`config.mk`:
```
export PLATFORM = sky130hd
export DESIGN_NAME = delimited_record_field_parser
export DESIGN_NICKNAME = d
export VERILOG_FILES = /design/src/rtl/drfp_pkg.sv /design/src/rtl/drfp_front.sv /design/src/rtl/drfp_queue.sv /design/src/rtl/drfp_back.sv /design/src/rtl/delimited_record_field_parser.sv
export SDC_FILE = /design/constraint.sdc
export NUM_CORES = 1
export LEC_CHECK = 0
export BUFFER_PORTS_ARGS = -buffer_cell sky130_fd_sc_hd__clkbuf_2
export CORE_MARGIN = 2
export CORE_UTILIZATION = 25
export DETAILED_ROUTE_END_ITERATION = 7
export PLACE_DENSITY = 0.44
export SYNTH_ARGS = -nofsm -noshare
export SYNTH_HDL_FRONTEND = slang
export SYNTH_SLANG_ARGS = --single-unit
export TNS_END_PERCENT = 1
```
`constraint.sdc`:
```
create_clock -name clk_i -period 12.99 [get_ports clk_i]
set_input_delay 0 -clock clk_i [delete_from_list [all_inputs] [get_ports clk_i]]
set_output_delay 0 -clock clk_i [all_outputs]
set_load 0.005 [all_outputs]
```
`src/rtl/drfp_pkg.sv`:
```
// Shared types and constants for the delimited record field parser.
// Used by the front, queue, back and top modules; no dependencies.
package drfp_pkg;

  localparam int MAX_LEN_DEF     = 32;
  localparam int QUEUE_DEPTH_DEF = 2;

  localparam int LIMIT_W = 6;
  localparam logic [LIMIT_W-1:0] BUF_LIMIT_RST = 6'd32;

  localparam logic [7:0] CH_L     = 8'h4C;
  localparam logic [7:0] CH_E     = 8'h45;
  localparam logic [7:0] CH_SPACE = 8'h20;
  localparam logic [7:0] CH_CR    = 8'h0D;

  localparam logic [2:0] FK_DATE  = 3'd0;
  localparam logic [2:0] FK_TIME  = 3'd1;
  localparam logic [2:0] FK_KEY   = 3'd2;
  localparam logic [2:0] FK_ACCT  = 3'd3;
  localparam logic [2:0] FK_ALARM = 3'd4;

  localparam int SEG_POS_W = 4;
  localparam int SEG_CNT_W = 4;

  typedef enum logic [2:0] {
    PH_ID, PH_DATE, PH_TIME, PH_BANK, PH_ACCT, PH_KEY, PH_CARD, PH_DONE
  } phase_e;

  typedef enum logic [1:0] {
    KIND_NONE, KIND_L, KIND_E
  } kind_e;

  typedef enum logic {
    OP_WRITE, OP_EMIT
  } cmd_op_e;

  typedef enum logic [1:0] {
    BK_IDLE, BK_SEG, BK_LOAD
  } back_state_e;

  typedef enum logic [1:0] {
    STG_A, STG_B, STG_ALARM
  } stage_e;

  typedef struct packed {
    logic [2:0]           kind;
    logic [SEG_POS_W-1:0] start;
    logic [SEG_CNT_W-1:0] cnt;
  } seg_t;

  typedef struct packed {
    cmd_op_e    op;
    logic [7:0] data;
    seg_t       seg_a;
    seg_t       seg_b;
    logic       alarm;
    logic       rtype;
  } cmd_t;

endpackage

```
`src/rtl/drfp_front.sv`:
```
// Front end: accepts bytes, tracks token length, phase and record kind,
// and turns accepted bytes into store writes or emit requests. Uses drfp_pkg.
module drfp_front #(
  parameter int MAX_LEN = drfp_pkg::MAX_LEN_DEF
) (
  input  logic                           clk_i,
  input  logic                           rst_ni,
  input  logic                           in_valid_i,
  output logic                           in_stall_o,
  input  logic [7:0]                     data_byte_i,
  input  logic                           cfg_valid_i,
  output logic                           cfg_ready_o,
  input  logic [drfp_pkg::LIMIT_W-1:0]   cfg_data_i,
  output logic                           push_o,
  output drfp_pkg::cmd_t                 push_cmd_o,
  output logic [$clog2(MAX_LEN)-1:0]     push_addr_o,
  input  logic                           q_full_i
);
  import drfp_pkg::*;

  localparam int LW = $clog2(MAX_LEN + 1);
  localparam int AW = $clog2(MAX_LEN);
  localparam int CW = (LW > LIMIT_W) ? LW : LIMIT_W;

  logic [LIMIT_W-1:0] limit_q;
  logic [LW-1:0]      len_q, len_d, len0;
  phase_e             phase_q, phase_d, ph0, nph;
  kind_e              kind_q, kind_d, nkind;
  logic [7:0]         first_q, first_d, stored;
  logic               accept, is_delim, lim_hit, clr, done;
  seg_t               seg_a, seg_b;

  function automatic seg_t mk_seg(logic [2:0] k, logic [SEG_POS_W-1:0] s,
                                  logic [SEG_CNT_W-1:0] c);
    seg_t r;
    r.kind  = k;
    r.start = s;
    r.cnt   = c;
    return r;
  endfunction

  function automatic phase_e adv(phase_e p, kind_e k);
    phase_e r;
    r = PH_ID;
    unique case (p)
      PH_ID:   r = PH_DATE;
      PH_DATE: r = PH_TIME;
      PH_TIME: begin
        if (k == KIND_L)      r = PH_BANK;
        else if (k == KIND_E) r = PH_KEY;
        else                  r = PH_ID;
      end
      PH_BANK: r = PH_ACCT;
      PH_ACCT: r = PH_DONE;
      PH_KEY:  r = PH_CARD;
      PH_CARD: r = PH_DONE;
      default: r = PH_ID;
    endcase
    return r;
  endfunction

  assign in_stall_o  = q_full_i;
  assign cfg_ready_o = 1'b1;
  assign accept      = in_valid_i && !q_full_i;
  assign is_delim    = (data_byte_i == CH_SPACE) || (data_byte_i == CH_CR);
  assign stored      = (data_byte_i != 8'h00) ? data_byte_i : CH_SPACE;
  assign lim_hit     = (CW'(len_q) >= CW'(limit_q)) || (len_q >= LW'(MAX_LEN));
  assign len0        = lim_hit ? '0 : len_q;
  assign ph0         = lim_hit ? PH_ID : phase_q;

  always_comb begin
    len_d       = len_q;
    phase_d     = phase_q;
    kind_d      = kind_q;
    first_d     = first_q;
    push_o      = 1'b0;
    push_cmd_o  = '0;
    push_addr_o = len0[AW-1:0];
    nkind       = kind_q;
    nph         = ph0;
    clr         = 1'b1;
    done        = 1'b0;
    seg_a       = '0;
    seg_b       = '0;
    if (accept) begin
      if (!is_delim) begin
        len_d   = len0;
        phase_d = ph0;
        if (len0 < LW'(MAX_LEN)) begin
          push_o          = 1'b1;
          push_cmd_o.op   = OP_WRITE;
          push_cmd_o.data = stored;
          len_d           = len0 + LW'(1);
          if (len0 == '0) first_d = stored;
        end
      end else begin
        unique case (ph0)
          PH_ID: begin
            nkind = KIND_NONE;
            if (len0 != '0 && first_q == CH_L)      nkind = KIND_L;
            else if (len0 != '0 && first_q == CH_E) nkind = KIND_E;
            if (nkind == KIND_NONE) begin
              clr = 1'b0;
            end else if (len0 == LW'(1)) begin
              nph = PH_DATE;
            end else if (len0 == LW'(9) || len0 == LW'(10)) begin
              seg_a = mk_seg(FK_DATE, SEG_POS_W'(len0 - LW'(8)), SEG_CNT_W'(8));
              nph   = PH_TIME;
            end else begin
              done = 1'b1;
            end
          end
          PH_DATE: begin
            if (len0 == LW'(8)) begin
              seg_a = mk_seg(FK_DATE, '0, SEG_CNT_W'(8));
              nph   = PH_TIME;
            end else if (len0 == LW'(16) || len0 == LW'(17)) begin
              seg_a = mk_seg(FK_DATE, '0, SEG_CNT_W'(8));
              seg_b = mk_seg(FK_TIME, SEG_POS_W'(len0 - LW'(8)), SEG_CNT_W'(8));
              nph   = adv(PH_TIME, nkind);
            end else begin
              done = 1'b1;
            end
          end
          PH_TIME: begin
            if (len0 == LW'(8)) begin
              seg_a = mk_seg(FK_TIME, '0, SEG_CNT_W'(8));
              nph   = adv(PH_TIME, nkind);
            end else if (len0 == LW'(12) || len0 == LW'(13)) begin
              seg_a = mk_seg(FK_TIME, '0, SEG_CNT_W'(8));
              seg_b = mk_seg(FK_KEY, SEG_POS_W'(len0 - LW'(4)), SEG_CNT_W'(4));
              nph   = adv(adv(PH_TIME, nkind), nkind);
            end else if (len0 == LW'(16) || len0 == LW'(17)) begin
              seg_a = mk_seg(FK_TIME, '0, SEG_CNT_W'(8));
              seg_b = mk_seg(FK_KEY, SEG_POS_W'(len0 - LW'(8)), SEG_CNT_W'(8));
              nph   = adv(adv(PH_TIME, nkind), nkind);
            end else begin
              done = 1'b1;
            end
          end
          PH_BANK: begin
            if (len0 == LW'(8)) begin
              seg_a = mk_seg(FK_KEY, '0, SEG_CNT_W'(8));
              nph   = PH_ACCT;
            end else if (len0 == LW'(18) || len0 == LW'(19)) begin
              seg_a = mk_seg(FK_KEY, '0, SEG_CNT_W'(8));
              seg_b = mk_seg(FK_ACCT, SEG_POS_W'(len0 - LW'(10)), SEG_CNT_W'(10));
              done  = 1'b1;
            end else begin
              done = 1'b1;
            end
          end
          PH_ACCT: begin
            if (len0 == LW'(10)) seg_a = mk_seg(FK_ACCT, '0, SEG_CNT_W'(10));
            done = 1'b1;
          end
          PH_KEY: begin
            if (len0 == LW'(4)) begin
              seg_a = mk_seg(FK_KEY, '0, SEG_CNT_W'(4));
              nph   = PH_CARD;
            end else begin
              seg_a = mk_seg(FK_KEY, '0,
                             (len0 < LW'(4)) ? SEG_CNT_W'(len0) : SEG_CNT_W'(4));
              done  = 1'b1;
            end
          end
          PH_CARD: begin
            if (len0 <= LW'(14)) seg_a = mk_seg(FK_ACCT, '0, SEG_CNT_W'(len0));
            done = 1'b1;
          end
          default: ;
        endcase
        if (nph == PH_DONE) done = 1'b1;
        push_cmd_o.op    = OP_EMIT;
        push_cmd_o.seg_a = seg_a;
        push_cmd_o.seg_b = seg_b;
        push_cmd_o.alarm = done;
        push_cmd_o.rtype = (nkind == KIND_E);
        push_o = (seg_a.cnt != '0) || (seg_b.cnt != '0) || done;
        if (done) begin
          len_d   = '0;
          kind_d  = KIND_NONE;
          phase_d = PH_ID;
        end else begin
          len_d   = clr ? '0 : len0;
          kind_d  = nkind;
          phase_d = nph;
        end
      end
    end
  end

  always_ff @(posedge clk_i or negedge rst_ni) begin
    if (!rst_ni) begin
      limit_q <= BUF_LIMIT_RST;
      len_q   <= '0;
      phase_q <= PH_ID;
      kind_q  <= KIND_NONE;
    end else begin
      if (cfg_valid_i && cfg_ready_o) limit_q <= cfg_data_i;
      len_q   <= len_d;
      phase_q <= phase_d;
      kind_q  <= kind_d;
    end
  end

  always_ff @(posedge clk_i) begin
    first_q <= first_d;
  end

  a_kind_phase: assert property (@(posedge clk_i) disable iff (!rst_ni)
    kind_q == KIND_NONE |-> phase_q == PH_ID)
    else $error("front: record kind unknown outside identifier phase");

  a_len_range: assert property (@(posedge clk_i) disable iff (!rst_ni)
    len_q <= LW'(MAX_LEN) && phase_q != PH_DONE)
    else $error("front: token length or phase out of range");

endmodule

```
`src/rtl/drfp_queue.sv`:
```
// Request queue between front and back ends.
// Holds write and emit requests in order. Uses drfp_pkg.
module drfp_queue #(
  parameter int DEPTH   = drfp_pkg::QUEUE_DEPTH_DEF,
  parameter int MAX_LEN = drfp_pkg::MAX_LEN_DEF
) (
  input  logic                       clk_i,
  input  logic                       rst_ni,
  input  logic                       push_i,
  input  drfp_pkg::cmd_t             push_cmd_i,
  input  logic [$clog2(MAX_LEN)-1:0] push_addr_i,
  output logic                       full_o,
  input  logic                       pop_i,
  output logic                       empty_o,
  output drfp_pkg::cmd_t             head_cmd_o,
  output logic [$clog2(MAX_LEN)-1:0] head_addr_o
);
  import drfp_pkg::*;

  localparam int AW = $clog2(MAX_LEN);
  localparam int PW = (DEPTH > 1) ? $clog2(DEPTH) : 1;
  localparam int NW = $clog2(DEPTH + 1);

  cmd_t          cmd_q  [DEPTH];
  logic [AW-1:0] addr_q [DEPTH];
  logic [PW-1:0] wr_ptr_q, rd_ptr_q;
  logic [NW-1:0] cnt_q;

  assign full_o      = (cnt_q == NW'(DEPTH));
  assign empty_o     = (cnt_q == '0);
  assign head_cmd_o  = cmd_q[rd_ptr_q];
  assign head_addr_o = addr_q[rd_ptr_q];

  always_ff @(posedge clk_i or negedge rst_ni) begin
    if (!rst_ni) begin
      wr_ptr_q <= '0;
      rd_ptr_q <= '0;
      cnt_q    <= '0;
    end else begin
      if (push_i) wr_ptr_q <= (wr_ptr_q == PW'(DEPTH - 1)) ? '0 : wr_ptr_q + PW'(1);
      if (pop_i)  rd_ptr_q <= (rd_ptr_q == PW'(DEPTH - 1)) ? '0 : rd_ptr_q + PW'(1);
      if (push_i && !pop_i)      cnt_q <= cnt_q + NW'(1);
      else if (pop_i && !push_i) cnt_q <= cnt_q - NW'(1);
    end
  end

  always_ff @(posedge clk_i) begin
    if (push_i) begin
      cmd_q[wr_ptr_q]  <= push_cmd_i;
      addr_q[wr_ptr_q] <= push_addr_i;
    end
  end

  a_no_overflow: assert property (@(posedge clk_i) disable iff (!rst_ni)
    !(push_i && full_o))
    else $error("queue: request pushed while full");

  a_no_underflow: assert property (@(posedge clk_i) disable iff (!rst_ni)
    !(pop_i && empty_o))
    else $error("queue: request popped while empty");

endmodule

```
`src/rtl/drfp_back.sv`:
```
// Back end: owns the token store, runs writes and emits field characters
// into the output register. Uses drfp_pkg.
module drfp_back #(
  parameter int MAX_LEN = drfp_pkg::MAX_LEN_DEF
) (
  input  logic                       clk_i,
  input  logic                       rst_ni,
  input  logic                       q_empty_i,
  input  drfp_pkg::cmd_t             q_cmd_i,
  input  logic [$clog2(MAX_LEN)-1:0] q_addr_i,
  output logic                       q_pop_o,
  output logic                       out_valid_o,
  input  logic                       out_stall_i,
  output logic [2:0]                 field_kind_o,
  output logic [7:0]                 char_value_o,
  output logic                       end_of_field_o,
  output logic                       record_type_o,
  output logic                       last_o
);
  import drfp_pkg::*;

  localparam int AW = $clog2(MAX_LEN);

  logic [7:0]           mem_q [MAX_LEN];
  back_state_e          state_q, state_d;
  stage_e               stage_q, stage_d;
  logic [SEG_CNT_W-1:0] idx_q, idx_d;
  cmd_t                 job_q;
  seg_t                 cur;
  logic [7:0]           rd_data_q;
  logic [AW-1:0]        rd_addr;
  logic                 mem_we, rd_en, job_load, load, load_alarm;
  logic                 out_free, idx_last, res_last;
  logic                 out_valid_q;

  assign out_free = !out_valid_q || !out_stall_i;
  assign cur      = (stage_q == STG_A) ? job_q.seg_a : job_q.seg_b;
  assign idx_last = (idx_q + SEG_CNT_W'(1)) == cur.cnt;
  assign res_last = idx_last && !job_q.alarm &&
                    (stage_q == STG_B || job_q.seg_b.cnt == '0);
  assign rd_addr  = AW'(cur.start) + AW'(idx_q);

  always_comb begin
    state_d    = state_q;
    stage_d    = stage_q;
    idx_d      = idx_q;
    q_pop_o    = 1'b0;
    mem_we     = 1'b0;
    rd_en      = 1'b0;
    job_load   = 1'b0;
    load       = 1'b0;
    load_alarm = 1'b0;
    unique case (state_q)
      BK_IDLE: begin
        if (!q_empty_i) begin
          q_pop_o = 1'b1;
          if (q_cmd_i.op == OP_WRITE) begin
            mem_we = 1'b1;
          end else begin
            job_load = 1'b1;
            stage_d  = STG_A;
            idx_d    = '0;
            state_d  = BK_SEG;
          end
        end
      end
      BK_SEG: begin
        if (stage_q == STG_ALARM) begin
          if (!job_q.alarm) begin
            state_d = BK_IDLE;
          end else if (out_free) begin
            load_alarm = 1'b1;
            state_d    = BK_IDLE;
          end
        end else if (idx_q < cur.cnt) begin
          rd_en   = 1'b1;
          state_d = BK_LOAD;
        end else begin
          idx_d   = '0;
          stage_d = (stage_q == STG_A) ? STG_B : STG_ALARM;
        end
      end
      BK_LOAD: begin
        if (out_free) begin
          load    = 1'b1;
          idx_d   = idx_q + SEG_CNT_W'(1);
          state_d = BK_SEG;
        end
      end
      default: state_d = BK_IDLE;
    endcase
  end

  always_ff @(posedge clk_i or negedge rst_ni) begin
    if (!rst_ni) begin
      state_q     <= BK_IDLE;
      out_valid_q <= 1'b0;
    end else begin
      state_q <= state_d;
      if (load || load_alarm) out_valid_q <= 1'b1;
      else if (!out_stall_i)  out_valid_q <= 1'b0;
    end
  end

  always_ff @(posedge clk_i) begin
    stage_q <= stage_d;
    idx_q   <= idx_d;
    if (job_load) job_q <= q_cmd_i;
    if (mem_we) mem_q[q_addr_i] <= q_cmd_i.data;
    if (rd_en) rd_data_q <= mem_q[rd_addr];
    if (load) begin
      field_kind_o   <= cur.kind;
      char_value_o   <= rd_data_q;
      end_of_field_o <= idx_last;
      record_type_o  <= job_q.rtype;
      last_o         <= res_last;
    end else if (load_alarm) begin
      field_kind_o   <= FK_ALARM;
      char_value_o   <= 8'h00;
      end_of_field_o <= 1'b0;
      record_type_o  <= job_q.rtype;
      last_o         <= 1'b1;
    end
  end

  assign out_valid_o = out_valid_q;

  a_alarm_form: assert property (@(posedge clk_i) disable iff (!rst_ni)
    out_valid_o && field_kind_o == FK_ALARM |-> last_o && !end_of_field_o &&
    char_value_o == 8'h00)
    else $error("back: malformed alarm result");

endmodule

```
`src/rtl/delimited_record_field_parser.sv`:
```
// Delimited record field parser: per-byte tokenizer and record field emitter.
// A plain byte becomes a store write queued from the front to the back; each of a
// delimiter's character results is read from the token store and then loaded into
// the output register, up to 19 results. Input stalls only while the request queue is full.
// Reset clears phase, record kind, token length, queue and output valid, and
// sets buffer_limit to 32; the token store is not cleared (no clearing pass).
module delimited_record_field_parser #(
  parameter int MAX_LEN     = drfp_pkg::MAX_LEN_DEF,
  parameter int QUEUE_DEPTH = drfp_pkg::QUEUE_DEPTH_DEF
) (
  input  logic                         clk_i,
  input  logic                         rst_ni,
  input  logic                         in_valid_i,
  output logic                         in_stall_o,
  input  logic [7:0]                   data_byte_i,
  input  logic                         cfg_valid_i,
  output logic                         cfg_ready_o,
  input  logic [drfp_pkg::LIMIT_W-1:0] cfg_data_i,
  output logic                         out_valid_o,
  input  logic                         out_stall_i,
  output logic [2:0]                   field_kind_o,
  output logic [7:0]                   char_value_o,
  output logic                         end_of_field_o,
  output logic                         record_type_o,
  output logic                         last_o
);
  import drfp_pkg::*;

  localparam int AW = $clog2(MAX_LEN);

  logic          push, q_full, q_empty, q_pop;
  cmd_t          push_cmd, head_cmd;
  logic [AW-1:0] push_addr, head_addr;

  drfp_front #(
    .MAX_LEN(MAX_LEN)
  ) u_front (
    .clk_i       (clk_i),
    .rst_ni      (rst_ni),
    .in_valid_i  (in_valid_i),
    .in_stall_o  (in_stall_o),
    .data_byte_i (data_byte_i),
    .cfg_valid_i (cfg_valid_i),
    .cfg_ready_o (cfg_ready_o),
    .cfg_data_i  (cfg_data_i),
    .push_o      (push),
    .push_cmd_o  (push_cmd),
    .push_addr_o (push_addr),
    .q_full_i    (q_full)
  );

  drfp_queue #(
    .DEPTH  (QUEUE_DEPTH),
    .MAX_LEN(MAX_LEN)
  ) u_queue (
    .clk_i       (clk_i),
    .rst_ni      (rst_ni),
    .push_i      (push),
    .push_cmd_i  (push_cmd),
    .push_addr_i (push_addr),
    .full_o      (q_full),
    .pop_i       (q_pop),
    .empty_o     (q_empty),
    .head_cmd_o  (head_cmd),
    .head_addr_o (head_addr)
  );

  drfp_back #(
    .MAX_LEN(MAX_LEN)
  ) u_back (
    .clk_i          (clk_i),
    .rst_ni         (rst_ni),
    .q_empty_i      (q_empty),
    .q_cmd_i        (head_cmd),
    .q_addr_i       (head_addr),
    .q_pop_o        (q_pop),
    .out_valid_o    (out_valid_o),
    .out_stall_i    (out_stall_i),
    .field_kind_o   (field_kind_o),
    .char_value_o   (char_value_o),
    .end_of_field_o (end_of_field_o),
    .record_type_o  (record_type_o),
    .last_o         (last_o)
  );

endmodule
```
Word-level counts from Yosys, hierarchy flattened
Memories as Yosys holds them, arrays and structs flattened. A register that Yosys moved wholly into a read port is not among the register bits.
Index checks and enable logic that the tools add are counted.
{ "classes": {"n_addsub": 10, "order_cmp": 6, "n_eq_ne": 51, "muxes": 155, "bitwise_logic": 1, "n_reduce_logical": 49} }
{ "ops": {"columns": ["op", "count"], "rows": [
  ["$mux W11", 15],
  ["$mux W3", 30],
  ["$pmux W11 S7", 1],
  ["$mux W1", 50],
  ["$mux W10", 5],
  ["$mux W8", 6],
  ["$mux W2", 23],
  ["$pmux W3 S6", 2],
  ["$mux W33", 1],
  ["$pmux W11 S3", 1],
  ["$mux W4", 8],
  ["$eq A3 B3 Y1 const B", 10],
  ["$eq A6 B4 Y1 const B", 5],
  ["$mux W6", 5],
  ["$eq A6 B5 Y1 const B", 4],
  ["$mux W24", 1],
  ["$eq A3 B2 Y1 const B", 6],
  ["$mux W9", 2],
  ["$eq A8 B7 Y1 const B", 2],
  ["$pmux W3 S5", 1],
  ["$pmux W4 S3", 1],
  ["$logic_or A1 B1 Y1", 11],
  ["$eq A2 B2 Y1 const B", 5],
  ["$reduce_and A5 Y1", 2],
  ["44 further kinds", 75]
]} }
{ "word_totals": {"reg_bits": 76, "ramBits": 332, "output_inout_bits": 17, "word_cells": 300, "n_memories": 3} }
{ "memory_table": {"columns": ["name", "words", "word_bits", "read_ports", "rd_clocked_by_memory_dff", "write_ports", "line", "source"], "rows": [
  ["u_back.mem_q", 32, 8, 1, 1, 1, "drfp_back.sv:24", "logic [7:0] mem_q [MAX_LEN];"],
  ["u_queue.cmd_q", 2, 33, 1, 0, 1, "drfp_queue.sv:24", "cmd_t cmd_q [DEPTH];"],
  ["u_queue.addr_q", 2, 5, 1, 0, 1, "drfp_queue.sv:25", "logic [AW-1:0] addr_q [DEPTH];"]
]} }

Depth between registers and ports, before layout
{ "logic_depth": {"word_depth": 31, "depth_mapped": 24} }

Cells and area by module
A second synthesis with hierarchy kept.
{ "hier_totals": {"hier_cells": 1282, "area_unflattened_um2": 18281.3} }
{ "modules_own_cells": {"columns": ["mod", "n_inst", "cells_per_inst", "area_per_inst_um2"], "rows": [
  ["drfp_back", 1, 822, 12824.8],
  ["drfp_queue", 1, 134, 2975.4],
  ["drfp_front", 1, 326, 2481.1]
]} }

Worst setup path before layout
Ideal clock, no wire load.
{ "synth_path": {"path_type": "reg2reg", "from": "register u_front.limit_q[5]", "to": "memory u_queue.addr_q[0][0] in the netlist's numbering, enable pin", "t_arrival_ns": 6.370, "required_time_ns": 12.519, "path_slack_ns": 6.150, "stages_incl_launch_ff": 19, "n_path_buf": 2, "cell_sequence": "dfstp_2 inv_1 ha_1 a211o_1 a31oi_4 o21a_1 buf_2 buf_1 nand2_1 inv_1 ha_1 inv_1 or2_2 o221ai_2 or3_1 a32oi_1 a21boi_4 a211oi_2 nor3_1"} }
{ "synth_via": {"elab_chain_len": 24, "word_cells_on_any_way": 102} }
{ "synth_lines": {"columns": ["element", "line", "source"], "rows": [
  ["start, declared", "drfp_front.sv:25", "logic [LIMIT_W-1:0] limit_q;"],
  ["start signal, assigned", "drfp_front.sv:200", "if (cfg_valid_i && cfg_ready_o) limit_q <= cfg_data_i;"],
  ["$ge A6 B6 Y1 (*)", "drfp_front.sv:67", "assign lim_hit = (CW'(len_q) >= CW'(limit_q)) || (len_q >= LW'(MAX_LEN));"],
  ["$logic_or A1 B1 Y1 (*)", "drfp_front.sv:67", null],
  ["$mux W6 (*)", "drfp_front.sv:68", "assign len0 = lim_hit ? '0 : len_q;"],
  ["named net push_addr[2]", "delimited_record_field_parser.sv:33", "logic [AW-1:0] push_addr, head_addr;"],
  ["$reduce_bool A6 Y1", "drfp_front.sv:100, drfp_front.sv:101", null],
  ["$logic_and A1 B1 Y1", "drfp_front.sv:101", "else if (len0 != '0 && first_q == CH_E) nkind = KIND_E;"],
  ["$mux W2", "drfp_front.sv:101", null],
  ["$mux W2", "drfp_front.sv:100", "if (len0 != '0 && first_q == CH_L) nkind = KIND_L;"],
  ["(+9 left out)", null, null],
  ["$mux W1", "drfp_front.sv:173", "if (nph == PH_DONE) done = 1'b1;"],
  ["$mux W1", "drfp_front.sv:86", "if (!is_delim) begin"],
  ["$mux W1", "drfp_front.sv:85", "if (accept) begin"],
  ["$logic_or A1 B1 Y1", "drfp_front.sv:179", "push_o = (seg_a.cnt != '0) || (seg_b.cnt != '0) || done;"],
  ["$mux W1 (*)", "drfp_front.sv:86", null],
  ["$mux W1 (*)", "drfp_front.sv:85", null],
  ["$mux W1 (*)", "drfp_queue.sv:48", "if (push_i) begin"],
  ["$mux W1 (not written as such) (*)", "drfp_queue.sv:50", "addr_q[wr_ptr_q] <= push_addr_i;"],
  ["end, declared", "drfp_queue.sv:25", null]
]} }
Mark *: on every way through the listed nets, which the timed path passes. The rest lies on a longest branch. The select of a mux whose other input is x is not followed.

Worst setup path in the final report
{ "layout_path": {"from": "register u_front.len_q[0]", "to": "memory u_queue.cmd_q[1][28] in the netlist's numbering, enable pin"} }
{ "layout_via": {"elab_chain_len": 24, "word_cells_on_any_way": 103} }
{ "layout_lines": {"columns": ["element", "line", "source"], "rows": [
  ["start, declared", "drfp_front.sv:26", "logic [LW-1:0] len_q, len_d, len0;"],
  ["start signal, assigned", "drfp_front.sv:201", "len_q <= len_d;"],
  ["$ge A6 B6 Y1", "drfp_front.sv:67", null],
  ["$logic_or A1 B1 Y1", "drfp_front.sv:67", null],
  ["$mux W6 (*)", "drfp_front.sv:68", null],
  ["named net push_addr[0]", "delimited_record_field_parser.sv:33", null],
  ["$reduce_bool A6 Y1", "drfp_front.sv:100, drfp_front.sv:101", null],
  ["$logic_and A1 B1 Y1", "drfp_front.sv:101", null],
  ["$mux W2", "drfp_front.sv:101", null],
  ["$mux W2", "drfp_front.sv:100", null],
  ["(+9 left out)", null, null],
  ["$mux W1", "drfp_front.sv:173", null],
  ["$mux W1", "drfp_front.sv:86", null],
  ["$mux W1", "drfp_front.sv:85", null],
  ["$logic_or A1 B1 Y1", "drfp_front.sv:179", null],
  ["$mux W1 (*)", "drfp_front.sv:86", null],
  ["$mux W1 (*)", "drfp_front.sv:85", null],
  ["$mux W1 (*)", "drfp_queue.sv:48", null],
  ["$mux W1 (not written as such) (*)", "drfp_queue.sv:49", "cmd_q[wr_ptr_q] <= push_cmd_i;"],
  ["end, declared", "drfp_queue.sv:24", null]
]} }
Marks and branches as above.

==> results by group <==
Clocking
  – Post-CTS setup buffer count: 0
  – Clock slew at reported path FFs: 0.06 ns
  – CTS tree: built
  – Cts bufs inserted: 44
  – CTS root buf: clkbuf_16
  – Clk sinks: 407
  – PostCTS Resize Cnt: 0
  – H-tree lvl count: 2
  – Worst-Skew Late Latency: 0.59 ns
  – Clock buffer depth: 3
  – Hold buffer count at cts: 28

Global route
  – First-pass GRT wire length: 60.2 mm
  – Antenna violations before repair: 0
  – Largest net degree at the start of global routing: 57
  – Overflow after GRT: 0
  – Vias in the first global route: 9242
  – All-Layer GR Usage: 11.4%

Floorplan
  – Io pins: 36
  – Die Height: 267 um
  – Starting Density: 25.3%
  – Die footprint: 0.0715 mm2
  – Row Count: 96
  – Width of the die: 267 um
  – Total core area: 0.0686 mm2

Timing
  – Final cycle utilization of the critical path: 50.6%
  – Max Slew Vio Count: 0
  – RSZ-0062 raised after global routing: no
  – Setup Total Neg Slack: 0 ns
  – Slew headroom: 29.4%
  – Setup ws final: 6.42 ns
  – Max Fclk: 152 MHz
  – Slew @ Worst Pin: 1.05 ns
  – Worst hold margin: 0.0136 ns
  – Tmin final: 6.57 ns
  – Final Hold Vio Count: 0
  – Setup Skew: 0.0318 ns
  – Final-report setup violation count: 0

Run
  – Maxcap violations: 0

Logic synthesis
  – Number of synthesized flops with an enable pin: 383
  – Most used DFF post-synth: edfxtp_1
  – Syn nets: 1064
  – Synth area leaders: edfxtp_1 (66%), mux4_2 (10%), dfrtp_1 (3.3%)
  – Ys async rst share: 5.90%
  – Mean Syn Cell Area: 17.0 um2
  – Synth top area share: 66.3%
  – Cells after Synth: 1019
  – #FFs+latches synth: 407
  – Synth Cell Area: 0.0173 mm2
  – Part of the Yosys area used for sequential elements: 69.8%
  – YS warnings: 0
  – Yosys top cell by area: edfxtp_1
  – Unique cell type count in the Yosys netlist: 81

Power and ir drop
  – Leakage: 6.61 nW
  – Final Power: 5.53 mW
  – Max VDD drop: 0.172 mV
  – P_int: 3.57 mW
  – Clock share of power: 23.2%
  – Reg power frac: 34.1%
  – NetSw: 1.96 mW
  – Switching Fraction: 35.5%
  – Cell Pwr Density: 272 mW/mm2
  – Logic pwr share: 42.7%

Place
  – I/O Buffers: 34
  – Post-Place Worst Slack: 6.45 ns
  – GPL Wtd Cong: 0.828
  – HPWL after DPL: 25.7 mm

Outcome
  – Status: finished, final reports clean

Detailed routing
  – Vias: 9097
  – WL per Instance: 19.5 um
  – 1st-iter DRT viols: 604
  – Drt via density: 4.43
  – DRT Pass-1 Iters: 5
  – Post-route DRC: 0
  – Final wirelength: 40.0 mm
  – Antenna-violating nets left: 0

Critical path
  – Worst setup path end: u_queue.cmd_q[1][28]
  – CP Max Fanout: 35
  – Worst EP required: 13.17 ns
  – R2R Path End: u_queue.cmd_q[1][28]
  – Crit path launch: u_front.len_q[0]
  – Crit path capture type: flop
  – Reg2reg path depth: 16
  – RR Startpoint: u_front.len_q[0]
  – Setup CP Type: reg2reg
  – CP arrival: 6.75 ns
  – R2R Setup Slk: 6.42 ns
  – Startpoint Class: flop

Layout
  – Finished Core Util: 29.7%
  – Multi-input logic area: 0.00493 mm2
  – Post-layout nets: 1131
  – FF+latch area: 0.0121 mm2
  – Fill cells: 6791
  – Layout cells sized above 1: 23.9%
  – N_diodes: 0
  – Area growth, synth to finish: 17.4%

Hold path
  – Hold WC Path Type: in2async
-- critical path, stage by stage, from the launching register on --
cell      delay, ns
dfrtp_1        0.57
inv_1          0.14
ha_1           0.30
nand2b_1       0.15
a21oi_2        0.42
o21a_1         0.76
nand2_1        0.41
inv_1          0.20
ha_1           0.25
o21bai_1       0.18
nor2b_1        0.72
nor2b_1        0.13
or3_4          0.40
o22ai_1        0.21
a21boi_4       0.31
a211oi_2       0.16
nor2_4         0.82
-- through the flow --
stage	cell area, um2	instances
finish	20400	2053
global route	20400	2053
detailed placement	18600	1943
global placement	18600	1943
CTS	20400	2053
floorplan	17300	1019
-- cells in the mapped netlist (3+ instances only) --
cell type and number:
a22o_1 4, a211oi_1 10, buf_1 10, inv_1 34, mux2i_1 6, nor3_1 14
nor4_1 4, edfxtp_1 383, nor2b_1 6, o32ai_1 3, and3_1 9, nor2_1 76
nand3_1 12, a21o_1 5, buf_2 7, clkbuf_1 30, xor2_1 4, o21ai_0 29
ha_1 25, o21bai_1 3, a31oi_1 4, nand2_1 54, dfrtp_1 23, nand2b_1 11
mux2_2 43, and2_1 16, or3_1 3, mux4_2 80, nand3b_1 5, xnor2_1 8
a21oi_1 27, o22ai_1 8
-- power groups by stage --
stage	combinational [mW]	clock, mW	sequential, mW
floorplan	1.63	0	1.88
global placement	2.41	0	1.91
detailed placement	2.42	0	1.92
CTS	2.44	1.32	1.89
global route	2.57	1.37	1.91
finish	2.36	1.28	1.89
-- cells in the final DEF (no fill, tap or decap), types with 3 or more instances in the layout --
master | netlist | final
clkinv_1 | 0 | 6
a21o_1 | 5 | 5
nand3_1 | 12 | 12
a22o_1 | 4 | 4
dlygate4sd3_1 | 0 | 28
a21oi_1 | 27 | 27
xnor2_1 | 8 | 6
a211oi_1 | 10 | 10
clkinv_4 | 0 | 3
edfxtp_1 | 383 | 383
nor3_1 | 14 | 13
xor2_1 | 4 | 4
clkbuf_16 | 0 | 45
or3_1 | 3 | 3
nor2_1 | 76 | 75
nand2_1 | 54 | 54
and2_1 | 16 | 16
bufinv_16 | 0 | 5
clkbuf_2 | 1 | 34
buf_4 | 2 | 10
ha_1 | 25 | 24
a31oi_1 | 4 | 4
clkinvlp_4 | 0 | 3
inv_1 | 34 | 34
o21ai_0 | 29 | 29
clkinv_2 | 0 | 11
nand3b_1 | 5 | 5
nor2b_1 | 6 | 6
o32ai_1 | 3 | 3
mux2_2 | 43 | 43
o22ai_1 | 8 | 8
nor4_1 | 4 | 4
mux2i_1 | 6 | 6
dfrtp_1 | 23 | 23
mux4_2 | 80 | 80
clkbuf_1 | 30 | 4
nand2b_1 | 11 | 11
and3_1 | 9 | 9
o21bai_1 | 3 | 3
-- worst min-delay path by stage --
| stage | start | to | slack (ns) | cells past startpoint |
|---|---|---|---|---|
| 2_1_floorplan | rst_ni | u_back.out_valid_o | -0.30 | 0 |
| 3_3_place_gp | rst_ni | u_queue.rd_ptr_q | 0.08 | 1 |
| 3_5_place_dp | rst_ni | u_queue.rd_ptr_q | 0.09 | 1 |
| 4_1_cts | rst_ni | u_back.state_q[0] | 0.01 | 2 |
| 5_1_grt | rst_ni | u_queue.rd_ptr_q | 0.05 | 2 |
| 6_report | rst_ni | u_back.state_q[1] | 0.01 | 2 |
-- logic make-up after synthesis --
logic type,after synthesis,share of synthesized area [%]
other cells,1,0.0216
buf+inv,85,1.98
fa+ha+maj,26,1.92
simple gates,227,6.47
xor+xnor,12,0.606
flops,407,69.8
compound gates,132,5.65
mux,129,13.5
-- per-layer routing --
layer | track usage [%] | up-vias | part of all wire (%)
li1 | - | 4169 | -
met1 | 16.2 | 4655 | 48
met2 | 17.3 | 210 | 45
met3 | 1.93 | 63 | 4.1
met4 | 4.40 | 0 | 2.8
met5 | 0 | - | 0
-- cell type report --
type	instances	share of cell area (%)
timing repair buffer	72	2.58
clock inverter	31	1.63
multi-input combinational	527	24.2
sequential	407	59.5
tap	931	5.72
inverter	34	0.627
clock buffer	51	5.74
-- sequential cells by signal (all words and copies together), names as in the netlist, 3 cells and up --
signal and count:
u_back.mem_q 256, u_queue.cmd_q 60, u_back.job_q 21, u_queue.addr_q 10
u_back.char_value_o 8, u_back.rd_data_q 8, u_front.first_q 8, u_front.len_q 6
u_front.limit_q 6, u_back.idx_q 4, u_back.field_kind_o 3, u_front.phase_q 3
Power figures use the tool's default switching activity.
